**config.mk**
```make
export PLATFORM = sky130hd
export DESIGN_NAME = pidc_dpath
export DESIGN_NICKNAME = d
export VERILOG_FILES = /design/src/hw/rtl/pidc_pkg.sv /design/src/hw/rtl/pidc_div.sv /design/src/hw/rtl/pidc_dpath.sv
export SDC_FILE = /design/constraint.sdc
export NUM_CORES = 2
export LEC_CHECK = 0
export BUFFER_PORTS_ARGS = -buffer_cell sky130_fd_sc_hd__buf_2
export CELL_PAD_IN_SITES_DETAIL_PLACEMENT = 1
export CELL_PAD_IN_SITES_GLOBAL_PLACEMENT = 1
export CORE_ASPECT_RATIO = 1.25
export CORE_MARGIN = 5
export CORE_UTILIZATION = 50
export DETAILED_ROUTE_END_ITERATION = 8
export PLACE_DENSITY_LB_ADDON = 0.25
export RECOVER_POWER = 50
export SLEW_MARGIN = 30
export SYNTH_ARGS = -nofsm -noshare
export SYNTH_HDL_FRONTEND = slang
export SYNTH_SLANG_ARGS = --single-unit
```
**constraint.sdc**
```tcl
create_clock -name clk -period 19.4 [get_ports clk]
set_input_delay 3.88 -clock clk [delete_from_list [all_inputs] [get_ports clk]]
set_output_delay 3.88 -clock clk [all_outputs]
set_load 0.02 [all_outputs]
```
**src/hw/rtl/pidc_pkg.sv**
```systemverilog
`timescale 1ns / 1ps
// ----------------------------------------------------------------------------
// pidc_pkg
// Shared types, widths and constants of the clamped PID controller core.
// ----------------------------------------------------------------------------
package pidc_pkg;

  // field and register widths
  localparam int DATA_W    = 32;
  localparam int FRAC_BITS = 16;
  localparam int ACC_W     = 48;
  localparam int DT_W      = 31;
  localparam int GAIN_W    = 32;
  localparam int CFG_IDX_W = 3;

  // multiplier operand split: a wide operand is taken as high and low word
  localparam int OPA_W     = DATA_W + FRAC_BITS + 1;
  localparam int OPL_W     = 32;
  localparam int OPH_W     = OPA_W - OPL_W;
  localparam int MUL_A_W   = OPL_W + 1;
  localparam int PROD_W    = MUL_A_W + GAIN_W;
  localparam int HB_W      = OPH_W + GAIN_W;
  localparam int LW_W      = 64;
  localparam int SUM_W     = 64;
  localparam int HI_SHIFT  = OPL_W - FRAC_BITS;

  // serial divider sizing
  localparam int DIV_MAG_W = OPA_W - 1;
  localparam int DIV_CNT_W = $clog2(DIV_MAG_W + 1);

  // saturation limits
  localparam logic signed [SUM_W-1:0] TERM_LIM  = 64'sd1 <<< 60;
  localparam logic signed [SUM_W-1:0] HB_LIM    = TERM_LIM >>> HI_SHIFT;
  localparam logic signed [SUM_W-1:0] INTEG_MAX = (64'sd1 <<< (ACC_W - 1)) - 64'sd1;
  localparam logic signed [SUM_W-1:0] INTEG_MIN = -(64'sd1 <<< (ACC_W - 1));

  // register indexes of the configuration channel
  typedef enum logic [CFG_IDX_W-1:0] {
    REG_SETPOINT,
    REG_TIME_STEP,
    REG_OUTPUT_MAX,
    REG_OUTPUT_MIN,
    REG_GAIN_P,
    REG_GAIN_D,
    REG_GAIN_I
  } cfg_idx_t;

  typedef struct packed {
    logic signed [DATA_W-1:0] setpoint;
    logic        [DT_W-1:0]   time_step;
    logic signed [DATA_W-1:0] output_max;
    logic signed [DATA_W-1:0] output_min;
    logic signed [GAIN_W-1:0] gain_p;
    logic signed [GAIN_W-1:0] gain_d;
    logic signed [GAIN_W-1:0] gain_i;
  } cfg_t;

  // controller states
  typedef enum logic [2:0] {
    ST_IDLE,
    ST_MUL_HI,
    ST_MUL_LO,
    ST_FIX,
    ST_APPLY,
    ST_DIV_WAIT,
    ST_OUT
  } state_t;

  // datapath operations
  typedef enum logic [2:0] {
    OP_NONE,
    OP_LOAD,
    OP_MUL_HI,
    OP_MUL_LO,
    OP_FIX,
    OP_INTEG,
    OP_ACCUM,
    OP_OUT
  } op_t;

  // which term the shared multiplier works on
  typedef enum logic [1:0] {
    SRC_P,
    SRC_INC,
    SRC_I,
    SRC_D
  } src_t;

  typedef struct packed {
    op_t  op;
    src_t src;
    logic div_start;
  } cmd_t;

  typedef struct packed {
    logic div_done;
    logic out_free;
  } sts_t;

endpackage

```
**src/hw/rtl/pidc_div.sv**
```systemverilog
`timescale 1ns / 1ps
// ----------------------------------------------------------------------------
// pidc_div
// Restoring serial divider, one quotient bit per cycle, rounds toward zero.
// ----------------------------------------------------------------------------
module pidc_div
  import pidc_pkg::*;
(
  input  logic                    clk,
  input  logic                    rst,
  input  logic                    start,
  input  logic signed [OPA_W-1:0] num,
  input  logic        [DT_W-1:0]  den,
  output logic                    done,
  output logic signed [OPA_W-1:0] quot
);

  logic                   busy;
  logic                   fin;
  logic [DIV_CNT_W-1:0]   cnt;
  logic [DIV_MAG_W-1:0]   n;
  logic [DT_W-1:0]        r;
  logic                   neg;
  logic                   zero;

  logic signed [OPA_W-1:0] num_abs;
  logic        [DT_W:0]    rs;
  logic                    ge;

  // magnitude of the dividend and one trial subtract
  assign num_abs = num[OPA_W-1] ? -num : num;
  assign rs      = {r, n[DIV_MAG_W-1]};
  assign ge      = rs >= {1'b0, den};

  // control of the iteration
  always_ff @(posedge clk) begin
    if (rst) begin
      busy <= 1'b0;
      fin  <= 1'b0;
      done <= 1'b0;
      cnt  <= '0;
    end else if (start) begin
      busy <= 1'b1;
      fin  <= 1'b0;
      done <= 1'b0;
      cnt  <= DIV_CNT_W'(DIV_MAG_W);
    end else if (busy) begin
      cnt <= cnt - 1'b1;
      if (cnt == DIV_CNT_W'(1)) begin
        busy <= 1'b0;
        fin  <= 1'b1;
      end
    end else if (fin) begin
      fin  <= 1'b0;
      done <= 1'b1;
    end
  end

  // remainder, quotient shift and final sign
  always_ff @(posedge clk) begin
    if (start) begin
      n    <= num_abs[DIV_MAG_W-1:0];
      r    <= '0;
      neg  <= num[OPA_W-1];
      zero <= (den == '0);
    end else if (busy) begin
      if (ge) begin
        r <= DT_W'(rs - {1'b0, den});
        n <= {n[DIV_MAG_W-2:0], 1'b1};
      end else begin
        r <= rs[DT_W-1:0];
        n <= {n[DIV_MAG_W-2:0], 1'b0};
      end
    end else if (fin) begin
      if (zero) begin
        quot <= '0;
      end else if (neg) begin
        quot <= -$signed({1'b0, n});
      end else begin
        quot <= $signed({1'b0, n});
      end
    end
  end

endmodule

```
**src/hw/rtl/pidc_dpath.sv**
```systemverilog
`timescale 1ns / 1ps
// ----------------------------------------------------------------------------
// pidc_dpath
// Error, integral and derivative state, shared multiplier, term sum, clamp
// and the output register.
// ----------------------------------------------------------------------------
module pidc_dpath
  import pidc_pkg::*;
(
  input  logic                     clk,
  input  logic                     rst,
  input  cfg_t                     cfg,
  input  cmd_t                     cmd,
  output sts_t                     sts,
  input  logic signed [DATA_W-1:0] measured_value,
  output logic                     out_valid,
  input  logic                     out_ready,
  output logic signed [DATA_W-1:0] control_output
);

  logic signed [DATA_W-1:0] err;
  logic signed [DATA_W-1:0] prev_err;
  logic signed [ACC_W-1:0]  integ;
  logic signed [HB_W-1:0]   hb;
  logic signed [LW_W-1:0]   lw;
  logic signed [SUM_W-1:0]  fix;
  logic signed [SUM_W-1:0]  sum;

  logic signed [DATA_W:0]   diff;
  logic signed [DATA_W-1:0] err_next;
  logic signed [DATA_W:0]   ediff;
  logic signed [OPA_W-1:0]  div_num;
  logic signed [OPA_W-1:0]  deriv;
  logic                     div_done;

  logic signed [OPA_W-1:0]   op_a;
  logic signed [GAIN_W-1:0]  op_b;
  logic signed [MUL_A_W-1:0] mul_a;
  logic signed [PROD_W-1:0]  mul_prod;

  logic signed [SUM_W-1:0]  hb_ext;
  logic signed [SUM_W-1:0]  part;
  logic signed [SUM_W-1:0]  fix_next;
  logic signed [SUM_W-1:0]  isum;
  logic signed [SUM_W-1:0]  omax;
  logic signed [SUM_W-1:0]  omin;

  // saturated error
  assign diff = DATA_W'(0) + ($signed({cfg.setpoint[DATA_W-1], cfg.setpoint})
              - $signed({measured_value[DATA_W-1], measured_value}));
  always_comb begin
    if (diff[DATA_W] != diff[DATA_W-1]) begin
      err_next = diff[DATA_W] ? {1'b1, {(DATA_W-1){1'b0}}} : {1'b0, {(DATA_W-1){1'b1}}};
    end else begin
      err_next = diff[DATA_W-1:0];
    end
  end

  // derivative dividend: change in error scaled by one
  assign ediff   = $signed({err[DATA_W-1], err}) - $signed({prev_err[DATA_W-1], prev_err});
  assign div_num = {ediff, {FRAC_BITS{1'b0}}};

  pidc_div u_div (
    .clk   (clk),
    .rst   (rst),
    .start (cmd.div_start),
    .num   (div_num),
    .den   (cfg.time_step),
    .done  (div_done),
    .quot  (deriv)
  );

  // operand select for the shared multiplier
  always_comb begin
    case (cmd.src)
      SRC_P: begin
        op_a = OPA_W'(err);
        op_b = cfg.gain_p;
      end
      SRC_INC: begin
        op_a = OPA_W'(err);
        op_b = $signed({1'b0, cfg.time_step});
      end
      SRC_I: begin
        op_a = OPA_W'(integ);
        op_b = cfg.gain_i;
      end
      default: begin
        op_a = deriv;
        op_b = cfg.gain_d;
      end
    endcase
  end

  // high word signed, low word unsigned
  assign mul_a    = (cmd.op == OP_MUL_HI) ? MUL_A_W'($signed(op_a[OPA_W-1:OPL_W]))
                                          : $signed({1'b0, op_a[OPL_W-1:0]});
  assign mul_prod = mul_a * op_b;

  // floor of the scaled product, saturated to the term limit
  assign hb_ext = SUM_W'(hb);
  assign part   = (hb_ext <<< HI_SHIFT) + (lw >>> FRAC_BITS);
  always_comb begin
    if (hb_ext > HB_LIM) begin
      fix_next = TERM_LIM;
    end else if (hb_ext < -HB_LIM) begin
      fix_next = -TERM_LIM;
    end else if (part > TERM_LIM) begin
      fix_next = TERM_LIM;
    end else if (part < -TERM_LIM) begin
      fix_next = -TERM_LIM;
    end else begin
      fix_next = part;
    end
  end

  // saturating integral sum
  assign isum = SUM_W'(integ) + fix;

  // output clamp bounds
  assign omax = SUM_W'(cfg.output_max);
  assign omin = SUM_W'(cfg.output_min);

  // loop state
  always_ff @(posedge clk) begin
    if (rst) begin
      integ    <= '0;
      prev_err <= '0;
    end else begin
      if (cmd.op == OP_INTEG) begin
        if (isum > INTEG_MAX) begin
          integ <= ACC_W'(INTEG_MAX);
        end else if (isum < INTEG_MIN) begin
          integ <= ACC_W'(INTEG_MIN);
        end else begin
          integ <= isum[ACC_W-1:0];
        end
      end
      if (cmd.op == OP_OUT) begin
        prev_err <= err;
      end
    end
  end

  // working registers
  always_ff @(posedge clk) begin
    case (cmd.op)
      OP_LOAD: begin
        err <= err_next;
        sum <= '0;
      end
      OP_MUL_HI: hb  <= mul_prod[HB_W-1:0];
      OP_MUL_LO: lw  <= mul_prod[LW_W-1:0];
      OP_FIX:    fix <= fix_next;
      OP_ACCUM:  sum <= sum + fix;
      default: ;
    endcase
  end

  // output register
  always_ff @(posedge clk) begin
    if (rst) begin
      out_valid <= 1'b0;
    end else if (cmd.op == OP_OUT) begin
      out_valid <= 1'b1;
    end else if (out_ready) begin
      out_valid <= 1'b0;
    end
  end

  always_ff @(posedge clk) begin
    if (cmd.op == OP_OUT) begin
      if (sum > omax) begin
        control_output <= cfg.output_max;
      end else if (sum < omin) begin
        control_output <= cfg.output_min;
      end else begin
        control_output <= sum[DATA_W-1:0];
      end
    end
  end

  assign sts.div_done = div_done;
  assign sts.out_free = !out_valid || out_ready;

endmodule

```
==> out/results.tsv <==
metric	value	unit
clk_path_buf_depth	3	
die_area	163000	um2
antenna_found_initial	13	
cp.arrival	15.36	ns
root_buffer	clkbuf_16	
critPathMostFrequentCell	fa_1	
synthMuxAreaShare	2.82	%
required	19.80	ns
cp-end-kind	register	
avgViaCountPerCell	6.11	
antenna_left	0	
async_flop_share	0	%
max_slew.worst_pin.slew	3.58	ns
hold_violations	0	
cts_tree	yes	
htree_levels	2	
holdWs	0.457	ns
vias	66100	
violations	max-capacitance violations, max-slew violations	
synth.distinct_cells	90	
ys.warnings.count	0	
nets	10700	
syn_area_per_cell	8.96	um2
dr.pass1.iters	7	
critPathBufInv	4	
slew_viol_final	641	
wl	304000	um
overflow	0	
drc_errors	0	
nFillCells	18000	
clock_latency	0.73	ns
netlist_area	77500	um2
tns	0	ns
finalSetupViolCount	0	
final_common_cell	inv_1	
cp_slowest_cell	or2_2	
status	complete, but fails checks	
dp.cells	10700	
layout-drive-gt1-share	7.18	%
io_buffers	298	
slew_headroom	-138	%
final_util	54.0	%
crit_type	primary input to register	
crit_fanout	89	
cts.sink_count	509	
syn_nets	10600	
synth_top_family_by_area	adder cells	
ctsHoldBuffers	0	
rsz0062_at_grt	false	
clk_pin_slew	0.07	ns
synth-simple-area-share	15.4	%
grt_pass1_vias	73000	
synthAdderAreaFrac	38.2	%
crit_family	adder cells	
synth_compound_area_share	13.6	%
start_kind	primary input	
seq_area_frac_synth	18.1	%
min_path_type	register to register	
syn_inst	8654	
coreArea	154000	um2
mostFrequentLayoutCells	inv_1 (1252), fa_1 (1109), nand2_1 (904)	
areaGrowthSynthToFinish	7.32	%
period_needed	14.96	ns
num_rows	161	
skew	0.0913	ns
post_cts_buffers	0	
start_util	50.3	%
place.detailed.hpwl	248000	um
synth-seq-cells	509	
timing.fmax	66.8	MHz
max_stage_delay	0.62	ns
drtIter0Drc	4633	
wl_per_cell	28.1	um
fin_cells	10800	
die-width	362	um
fin_crit_sh	77.1	%
grt_max_degree	90	
cts_resized	0	
numCtsBuffers	58	
synth_edf_count	388	
fp.dieH	450	um
track_usage	36.8	%
synth_flop_cell	edfxtp_1	
grt_pass1_wl	453000	um
post_synth_xor_area_fraction	3.92	%
maxCapViolations	14	
io_pins	299	
place_congestion	1.00	
## per-stage QoR
stage | instance area, um2 | worst slack (ns)
floorplan | 77500 | 4.63
global placement | 81200 | 4.29
detailed placement | 81300 | 3.93
CTS | 83300 | 4.58
global route | 83200 | 3.81
finish | 83200 | 4.44
## metal layers
layer	vias up	wire, um	global-route usage [%]
met3	988	18400	6.09
met4	4	29400	27.5
li1	28900	-	-
met1	34000	108000	40.5
met5	-	34	0
met2	2298	148000	63.9
## state kept, by name (all words and copies together), names as in the netlist
name	flops
u_div.cnt	6
err	32
lw	48
prev_err	32
u_div.busy	1
u_div.n	48
u_div.zero	1
control_output	32
fix	64
u_div.r	31
u_div.fin	1
integ	48
u_div.quot	49
u_div.done	1
out_valid	1
u_div.neg	1
hb	49
sum	64
## logic make-up after synthesis
group                    after synthesis
AND/OR/NAND/NOR                     2634
adder cells (fa/ha/maj)             1702
buffers and inverters               1654
AO/OA/AOI/OAI                       1609
flip-flops                           509
XOR/XNOR                             347
multiplexers                         199
## worst reg2reg max path: cells and delay by family, from the launching register on
family,cells,cell delay [ns]
simple gates,6,2.26
flops,1,0.31
compound gates,11,3.29
buf+inv,4,1.12
fa+ha+maj,9,4.47
## final timing paths
path | from | end | slack, ns | cells after the start
max | cmd[2] | lw[60]$_DFFE_PN_ | 4.44 | 30
max reg2reg | integ[47]$_SDFFE_PP0N_ | lw[60]$_DFFE_PN_ | 7.66 | 30
min | prev_err[10]$_SDFFE_PP0P_ | prev_err[10]$_SDFFE_PP0P_ | 0.46 | 2
min reg2reg | prev_err[10]$_SDFFE_PP0P_ | prev_err[10]$_SDFFE_PP0P_ | 0.46 | 2
## cell type report
cell class              count  area, um2  share of cell area, %
well taps                2037       2550                   3.06
multi-input cells        6491      57500                   69.1
repair buffers            415       2330                   2.80
inverters                1253       4700                   5.65
diodes                     13       32.5                 0.0391
flip-flops and latches    509      14100                   16.9
clock inverters            36        435                  0.523
clock buffers              74       1600                   1.92
## synth_stat cells, types with 38 or more instances
cell type | instances | area share (%)
nand2_1 | 904 | 4.4
a21o_1 | 229 | 2.2
inv_1 | 1253 | 6.1
mux2i_1 | 152 | 2.0
a31oi_1 | 44 | 0.35
and2_1 | 84 | 0.68
and3_1 | 58 | 0.47
xnor2_1 | 202 | 2.3
o21bai_1 | 93 | 0.90
nor4_1 | 59 | 0.48
nor3_1 | 94 | 0.61
clkbuf_1 | 364 | 1.8
nand2b_1 | 89 | 0.72
nor2b_1 | 81 | 0.65
o31ai_1 | 39 | 0.38
fa_1 | 1109 | 29
xor2_1 | 145 | 1.6
ha_1 | 584 | 9.4
a211oi_1 | 111 | 1.1
or2_2 | 38 | 0.31
a21oi_1 | 459 | 3.0
o21a_1 | 64 | 0.62
dfxtp_1 | 121 | 3.1
nor2_1 | 906 | 4.4
a21boi_0 | 47 | 0.46
nand4_1 | 100 | 0.81
o21ai_0 | 247 | 1.6
nand3_1 | 102 | 0.66
o32ai_1 | 41 | 0.46
edfxtp_1 | 388 | 15
Power is not shown: default switching activity piles up to over one toggle a cycle in this logic, so the estimate is an artifact.
