**src/hw/rtl/pidc_pkg.sv**
```systemverilog
`timescale 1ns / 1ps
// ----------------------------------------------------------------------------
// pidc_pkg
// Shared types, widths and constants of the clamped PID controller core.
// ----------------------------------------------------------------------------
package pidc_pkg;

  // field and register widths
  localparam int DATA_W    = 32;
  localparam int FRAC_BITS = 16;
  localparam int ACC_W     = 48;
  localparam int DT_W      = 31;
  localparam int GAIN_W    = 32;
  localparam int CFG_IDX_W = 3;

  // multiplier operand split: a wide operand is taken as high and low word
  localparam int OPA_W     = DATA_W + FRAC_BITS + 1;
  localparam int OPL_W     = 32;
  localparam int OPH_W     = OPA_W - OPL_W;
  localparam int MUL_A_W   = OPL_W + 1;
  localparam int PROD_W    = MUL_A_W + GAIN_W;
  localparam int HB_W      = OPH_W + GAIN_W;
  localparam int LW_W      = 64;
  localparam int SUM_W     = 64;
  localparam int HI_SHIFT  = OPL_W - FRAC_BITS;

  // serial divider sizing
  localparam int DIV_MAG_W = OPA_W - 1;
  localparam int DIV_CNT_W = $clog2(DIV_MAG_W + 1);

  // saturation limits
  localparam logic signed [SUM_W-1:0] TERM_LIM  = 64'sd1 <<< 60;
  localparam logic signed [SUM_W-1:0] HB_LIM    = TERM_LIM >>> HI_SHIFT;
  localparam logic signed [SUM_W-1:0] INTEG_MAX = (64'sd1 <<< (ACC_W - 1)) - 64'sd1;
  localparam logic signed [SUM_W-1:0] INTEG_MIN = -(64'sd1 <<< (ACC_W - 1));

  // register indexes of the configuration channel
  typedef enum logic [CFG_IDX_W-1:0] {
    REG_SETPOINT,
    REG_TIME_STEP,
    REG_OUTPUT_MAX,
    REG_OUTPUT_MIN,
    REG_GAIN_P,
    REG_GAIN_D,
    REG_GAIN_I
  } cfg_idx_t;

  typedef struct packed {
    logic signed [DATA_W-1:0] setpoint;
    logic        [DT_W-1:0]   time_step;
    logic signed [DATA_W-1:0] output_max;
    logic signed [DATA_W-1:0] output_min;
    logic signed [GAIN_W-1:0] gain_p;
    logic signed [GAIN_W-1:0] gain_d;
    logic signed [GAIN_W-1:0] gain_i;
  } cfg_t;

  // controller states
  typedef enum logic [2:0] {
    ST_IDLE,
    ST_MUL_HI,
    ST_MUL_LO,
    ST_FIX,
    ST_APPLY,
    ST_DIV_WAIT,
    ST_OUT
  } state_t;

  // datapath operations
  typedef enum logic [2:0] {
    OP_NONE,
    OP_LOAD,
    OP_MUL_HI,
    OP_MUL_LO,
    OP_FIX,
    OP_INTEG,
    OP_ACCUM,
    OP_OUT
  } op_t;

  // which term the shared multiplier works on
  typedef enum logic [1:0] {
    SRC_P,
    SRC_INC,
    SRC_I,
    SRC_D
  } src_t;

  typedef struct packed {
    op_t  op;
    src_t src;
    logic div_start;
  } cmd_t;

  typedef struct packed {
    logic div_done;
    logic out_free;
  } sts_t;

endpackage

```
**src/hw/rtl/pidc_ctrl.sv**
```systemverilog
`timescale 1ns / 1ps
// ----------------------------------------------------------------------------
// pidc_ctrl
// Sequencer: runs the shared multiplier for P, I increment, I and D terms.
// ----------------------------------------------------------------------------
module pidc_ctrl
  import pidc_pkg::*;
(
  input  logic clk,
  input  logic rst,
  input  logic in_valid,
  output logic in_ready,
  input  sts_t sts,
  output cmd_t cmd
);

  state_t state;
  state_t state_next;
  src_t   term;
  src_t   term_next;

  // state registers
  always_ff @(posedge clk) begin
    if (rst) begin
      state <= ST_IDLE;
      term  <= SRC_P;
    end else begin
      state <= state_next;
      term  <= term_next;
    end
  end

  // next state
  always_comb begin
    state_next = state;
    term_next  = term;
    case (state)
      ST_IDLE: begin
        if (in_valid) begin
          state_next = ST_MUL_HI;
          term_next  = SRC_P;
        end
      end
      ST_MUL_HI: state_next = ST_MUL_LO;
      ST_MUL_LO: state_next = ST_FIX;
      ST_FIX:    state_next = ST_APPLY;
      ST_APPLY: begin
        case (term)
          SRC_P: begin
            term_next  = SRC_INC;
            state_next = ST_MUL_HI;
          end
          SRC_INC: begin
            term_next  = SRC_I;
            state_next = ST_MUL_HI;
          end
          SRC_I: begin
            term_next  = SRC_D;
            state_next = ST_DIV_WAIT;
          end
          default: state_next = ST_OUT;
        endcase
      end
      ST_DIV_WAIT: begin
        if (sts.div_done) begin
          state_next = ST_MUL_HI;
        end
      end
      ST_OUT: begin
        if (sts.out_free) begin
          state_next = ST_IDLE;
        end
      end
      default: state_next = ST_IDLE;
    endcase
  end

  // outputs
  always_comb begin
    in_ready      = 1'b0;
    cmd.op        = OP_NONE;
    cmd.src       = term;
    cmd.div_start = 1'b0;
    case (state)
      ST_IDLE: begin
        in_ready = 1'b1;
        if (in_valid) begin
          cmd.op = OP_LOAD;
        end
      end
      ST_MUL_HI: begin
        cmd.op        = OP_MUL_HI;
        cmd.div_start = (term == SRC_P);
      end
      ST_MUL_LO: cmd.op = OP_MUL_LO;
      ST_FIX:    cmd.op = OP_FIX;
      ST_APPLY:  cmd.op = (term == SRC_INC) ? OP_INTEG : OP_ACCUM;
      ST_OUT: begin
        if (sts.out_free) begin
          cmd.op = OP_OUT;
        end
      end
      default: cmd.op = OP_NONE;
    endcase
  end

endmodule

```
**config.mk**
```make
export PLATFORM = sky130hd
export DESIGN_NAME = pidc_ctrl
export DESIGN_NICKNAME = d
export VERILOG_FILES = /design/src/hw/rtl/pidc_pkg.sv /design/src/hw/rtl/pidc_ctrl.sv
export SDC_FILE = /design/constraint.sdc
export NUM_CORES = 1
export LEC_CHECK = 0
export BUFFER_PORTS_ARGS = -buffer_cell sky130_fd_sc_hd__buf_2
export CAP_MARGIN = 10
export CORE_AREA = 8 8 45 47
export DETAILED_ROUTE_END_ITERATION = 10
export DIE_AREA = 0 0 53 55
export SYNTH_ARGS = -nofsm -noshare
export SYNTH_HDL_FRONTEND = slang
export SYNTH_SLANG_ARGS = --single-unit
```
**constraint.sdc**
```tcl
create_clock -name clk -period 1.8 [get_ports clk]
set_input_delay 0.27 -clock clk [delete_from_list [all_inputs] [get_ports clk]]
set_output_delay 0.27 -clock clk [all_outputs]
set_load 0.01 [all_outputs]
```
==> summary.txt, run 1 <==
Status
  • Status: finished, final reports clean

STA
  • Period utilisation layout: 93.43%
  • Endpoints failing hold: 0
  • Slew HR: 73.26%
  • RSZ-0062 raised after global routing: true
  • Fmax: 594.6 MHz
  • Clock skew: 0.002263 ns
  • TNS Setup: 0 ns
  • Setup-failing EPs final: 0
  • Slew Viols, Final: 0
  • Time the worst path needs with I/O delays and setup: 1.682 ns
  • Slew @ Worst Pin: 0.4005 ns

Die
  • Die height: 55 um
  • I/O pin count: 12
  • Row count: 14
  • Initial Util: 31.46%
  • Core area: 0.001384 mm^2
  • Die W: 53 um
  • Die Area: 0.002915 mm^2

Flow run
  • Maxcap violations: 0

Clock network
  • CTS tree: built
  • Sink Count: 5
  • Num CTS Buffers: 3
  • Max Buffers Root-to-Sink: 2
  • Post-CTS Setup Inserts: 0
  • H-tree depth: 1
  • Root Driver: clkbuf_4
  • Clk pin slew, worst setup/hold paths: 0.04 ns
  • Clock latency at the later pin of the worst-skew pair: 0.23 ns

Logic synthesis
  • Syn Nets: 62
  • Post-Synthesis Cell Area: 435.4 um^2
  • Post-synthesis register bit count: 5
  • Syn avg cell area: 8.215 um^2
  • Ys Warns: 0
  • Register area share after synthesis: 22.99%
  • Cells after Synth: 53
  • Yosys cell types: 31

Global route
  • Largest net degree at the start of global routing: 18
  • Initial antenna violation count: 0
  • Vias in the first global route: 412
  • First-pass GRT wire length: 1814 um
  • Tot GR Track Use: 8.306%
  • Grt ovf: 0

Routing
  • Initial DRC count: 11
  • Post-DRT Antenna Nets: 0
  • Vias/cell: 5.288
  • Final wirelength: 1023 um
  • Pre-antenna DRT Iters: 4
  • Vias post-DR: 423
  • Avg WL per Cell: 12.79 um
  • Drt drc: 0

Cells and area
  • Post-layout nets: 74
  • Layout Utilization: 38.34%
  • Area added between synthesis and finish: 21.84%
  • Share of cells above drive strength 1: 37.50%
  • Ant. Diodes: 0
  • Most frequent cells in the layout: buf_2, nor3_1, dfxtp_2
  • Commonest non-fill, non-tap cell in the layout: buf_2

Critical path
  • Family with the most delay on the worst path: flip-flops
  • Critical path startpoint category: flip-flop
  • Crit path DAT: 1.41 ns
  • WP data required: 1.53 ns
  • Crit end category: output pin
  • Buf+Inv Stages, Crit Path: 2
  • Crit path cell chain: inv_1 -> ha_2 -> mux2i_1 -> nor3_1 -> a31o_1 -> buf_2
  • Max FO, Critical Path: 4
  • CP max-delay cell: dfxtp_2
  • Setup CP Type: reg2out
  • Largest stage delay, worst path: 0.32 ns

Placed design
  • Port bufs: 11
  • Placer Congestion: 0.7378
  • Post-DP HPWL: 790.1 um

Pwr
  • Leak: 0.2052 nW
  • Peak supply drop: 0.0004427 V
  • Cell area power density: 1058 mW/mm^2

Hold path
  • Worst min path class: in2reg
-- power by group --
part           internal, mW  switching, mW
Combinational         0.119          0.121
Clock                0.0834         0.0390
Sequential            0.136         0.0638
-- sequential cells by signal, summed over array words and instances (netlist names) --
signal	flops
term	2
state	3
-- cells in the mapped netlist (all sizes together) --
master	number	area, um^2
a31o	2	17.52
inv	4	15.01
nor4bb	2	20.02
a21o	1	7.510
dfxtp	5	100.1
o22ai	1	6.260
ha	4	50.05
a211o	1	8.760
buf	3	15.01
nor3	4	20.02
nor2	2	7.510
nor2b	1	6.260
or4b	1	10.01
nand3	1	5.000
nand2b	2	12.51
clkbuf	1	3.750
nor3b	2	15.01
nand4	1	6.260
nand2	1	3.750
nand3b	1	7.510
mux2i	1	10.01
a21oi	3	18.77
or3	1	6.260
o211ai	2	15.01
o31ai	1	7.510
a31oi	2	12.51
a311oi	1	8.760
nor4	1	12.51
or2	1	6.260
-- kinds of logic (layout without fill, tap and decap cells) --
group | after synthesis | count (layout) | synth area share, %
flops | 5 | 5 | 22.99
compound gates | 14 | 14 | 23.57
mux | 1 | 1 | 2.299
fa+ha+maj | 4 | 4 | 11.49
simple gates | 21 | 21 | 31.90
buf+inv | 8 | 19 | 7.756
-- through the flow --
stage	hold slack, ns	worst slack [ns]	instances	power [mW]	cell area [um^2]
6_report	0.2564	0.1182	80	0.5615	530.5
3_5_place_dp	0.5076	0.1106	76	0.4327	491.7
4_1_cts	0.2578	0.02526	80	0.5616	518.0
2_1_floorplan	0.3324	0.1581	53	0.3602	435.4
3_3_place_gp	0.5013	0.1219	76	0.4320	491.7
5_1_grt	0.2626	0.001061	80	0.6181	530.5
-- worst register-to-register path: cells and delay by family, from the launching register on --
kind	cells	cell delay, ns
flip-flops	1	0.36
AND/OR/NAND/NOR	1	0.57
adder cells (fa/ha/maj)	1	0.21
buffers and inverters	1	0.07
AO/OA/AOI/OAI	2	0.35
-- cell type report --
type	instances	area [um^2]
flip-flops and latches	5	105.1
multi-input cells	40	309.0
clock buffers	4	26.28
inverters	4	15.01
fillers	151	853.3
well taps	16	20.02
repair buffers	11	55.05
-- repair_timing --
| item | in CTS | in global routing |
|---|---|---|
| gates resized for setup | 0 | 6 |
| hold buffers | 0 | 0 |
| hold endpoints to repair | 0 | 0 |
| setup endpoints to repair | 0 | 3 |
-- metal layers --
metal	GRT usage (%)	up-vias	wire [um]
met3	2.941	2	84
met5	0	-	0
met2	12.89	10	452
li1	-	222	-
met4	5.172	0	8
met1	9.574	189	478
-- final timing paths --
path,from,end,slack (ns),depth (start not counted)
worst min register to register,term[0],term[0],0.57,2
worst max-delay path,term[1],cmd[3],0.12,6
worst min-delay path,rst,term[1],0.26,2
worst max register to register,term[0],term[1],0.16,5
No activity file was read; power rests on OpenSTA's default activity.
==> inputs of run 2 (changes only) <==
Settings changed: TNS_END_PERCENT set to 100.
Clock period 1.8 ns to 1.75 ns, I/O delays scaled along.
==> summary.txt, run 2 (synthesized netlist as in run 1, its figures left out) <==
Pwr
  • Pint: 0.3501 mW (+3.7%)
  • Cell area power density: 1078 mW/mm^2 (+1.9%)
  • Switching share of power: 39.94% (+0.072 points)
  • P_sw: 0.2328 mW (+4.0%)
  • Gate power share: 42.8% (about the same)
  • Part of the power in registers: 35.6% (about the same)
  • Peak supply drop: 0.0004638 V (+4.8%)
  • Clock share of power: 21.6% (-0.2 points)
  • Leak: 0.2075 nW (+1.1%)

Routing
  • Vias post-DR: 424 (+0.24%)
  • Pre-antenna DRT Iters: 4 (unchanged)
  • Initial DRC count: 11 (unchanged)
  • Drt drc: 0 (unchanged)
  • Vias/cell: 5.300 (+0.24%)
  • Post-DRT Antenna Nets: 0 (unchanged)
  • Avg WL per Cell: 12.79 um (unchanged)
  • Final wirelength: 1023 um (unchanged)

STA
  • Setup-failing EPs final: 0 (unchanged)
  • Clock skew: 0.002263 ns (unchanged)
  • TNS Setup: 0 ns (unchanged)
  • Endpoints failing hold: 0 (unchanged)
  • Fmax: 599.2 MHz
  • Worst Slack Setup Final: 0.08115 ns (-0.03710 ns)
  • Slew @ Worst Pin: 0.4016 ns (+0.001064 ns)
  • Slew HR: 73.19% (about the same)
  • Time the worst path needs with I/O delays and setup: 1.669 ns
  • Period utilisation layout: 95.36%
  • RSZ-0062 raised after global routing: true
  • Slew Viols, Final: 0 (unchanged)

Die
  • Die height: 55 um (unchanged)
  • I/O pin count: 12 (unchanged)
  • Initial Util: 31.46% (unchanged)
  • Row count: 14 (unchanged)
  • Die Area: 0.002915 mm^2 (unchanged)
  • Core area: 0.001384 mm^2 (unchanged)
  • Die W: 53 um (unchanged)

Global route
  • Largest net degree at the start of global routing: 18 (unchanged)
  • Grt ovf: 0 (unchanged)
  • Vias in the first global route: 417 (+1.2%)
  • Initial antenna violation count: 0 (unchanged)
  • First-pass GRT wire length: 1814 um (unchanged)
  • Tot GR Track Use: 8.306% (unchanged)

Cells and area
  • Share of cells above drive strength 1: 39.06% (+1.6 points)
  • Most frequent cells in the layout: buf_2, nor3_1, dfxtp_2
  • Post-layout nets: 74 (unchanged)
  • Largest regs: state x3, term x2
  • Layout Utilization: 39.06% (+0.72 points)
  • Fill count: 150 (-0.66%)
  • Area of the multi-input gates: 319.1 um^2 (+3.2%)
  • Biggest register: state
  • Max FFs per register: 3 (unchanged)
  • Area added between synthesis and finish: 24.14%
  • Seq. cell area: 105.1 um^2 (unchanged)
  • Commonest non-fill, non-tap cell in the layout: buf_2
  • Ant. Diodes: 0 (unchanged)

Placed design
  • Place WS: 0.06055 ns (-0.05000 ns)
  • Placer Congestion: 0.7378 (unchanged)
  • Port bufs: 11 (unchanged)
  • Post-DP HPWL: 790.1 um (unchanged)

Critical path
  • Crit path DAT: 1.83 ns (+0.42 ns)
  • Setup CP Type: reg2reg
  • Crit end category: flip-flop
  • Max FO, Critical Path: 5 (+1)
  • WP data required: 1.91 ns (+0.38 ns)
  • Critical path startpoint category: flip-flop

Clock network
  • Root Driver: clkbuf_4
  • Clock latency at the later pin of the worst-skew pair: 0.23 ns (about the same)
  • CTS tree: built
  • Post-CTS Setup Inserts: 0 (unchanged)
  • Max Buffers Root-to-Sink: 2 (unchanged)
  • Num CTS Buffers: 3 (unchanged)
  • Sink Count: 5 (unchanged)
  • H-tree depth: 1 (unchanged)
  • Clk pin slew, worst setup/hold paths: 0.04 ns (about the same)

Hold path
  • Worst min path class: in2reg

Status
  • Status: finished, final reports clean

Flow run
  • Maxcap violations: 0 (unchanged)
run 2: cell type report:
class                   count  area share [%]
multi-input cells          40           59.03
flip-flops and latches      5           19.44
repair buffers             11           10.19
clock buffers               4           4.861
well taps                  16           3.704
inverters                   4           2.778
run 2: critical path, cell delays in order (launching register included):
cell and delay (ns):
dfxtp_2 0.38, inv_1 0.08, ha_1 0.21, or4b_1 0.57, a31o_1 0.25, a21oi_2 0.10
run 2: what timing repair did:
item / CTS / global route
pin swaps: 0 / 2
endpoints found under the hold margin: 0 / 0
hold buffers: 0 / 0
endpoints found under the setup margin: 2 / 4
resized for setup: 2 / 6
run 2: stage by stage:
step / cell area, um^2 / hold WS [ns] / cells / total power, mW
after CTS: 520.5 / 0.2429 / 80 / 0.5787
final: 540.5 / 0.2493 / 80 / 0.5828
after detailed placement: 491.7 / 0.5001 / 76 / 0.4451
after floorplan: 435.4 / 0.3249 / 53 / 0.3705
after global placement: 491.7 / 0.4938 / 76 / 0.4443
after global routing: 540.5 / 0.2551 / 80 / 0.6419
run 2: final timing paths:
path	depth (start not counted)	to	slack (ns)	from
hold reg to reg	2	term[0]	0.59	term[0]
hold / removal	2	term[1]	0.25	rst
setup reg to reg	5	term[1]	0.08	term[0]
setup / recovery	5	term[1]	0.08	term[0]
run 2: power groups by stage:
| stage | Combinational (mW) | Sequential [mW] | Clock [mW] |
|---|---|---|---|
| finish | 0.249 | 0.208 | 0.126 |
| global route | 0.284 | 0.218 | 0.139 |
| CTS | 0.246 | 0.200 | 0.133 |
| detailed placement | 0.244 | 0.201 | 0 |
| global placement | 0.242 | 0.202 | 0 |
| floorplan | 0.215 | 0.155 | 0 |
run 2: routing by layer:
layer	GRT usage [%]	wire (um)	share of wire [%]
met5	0	0	0
met4	6.034	8	0.78
met3	3.209	84	8.2
met2	12.50	451	44
met1	9.422	479	47
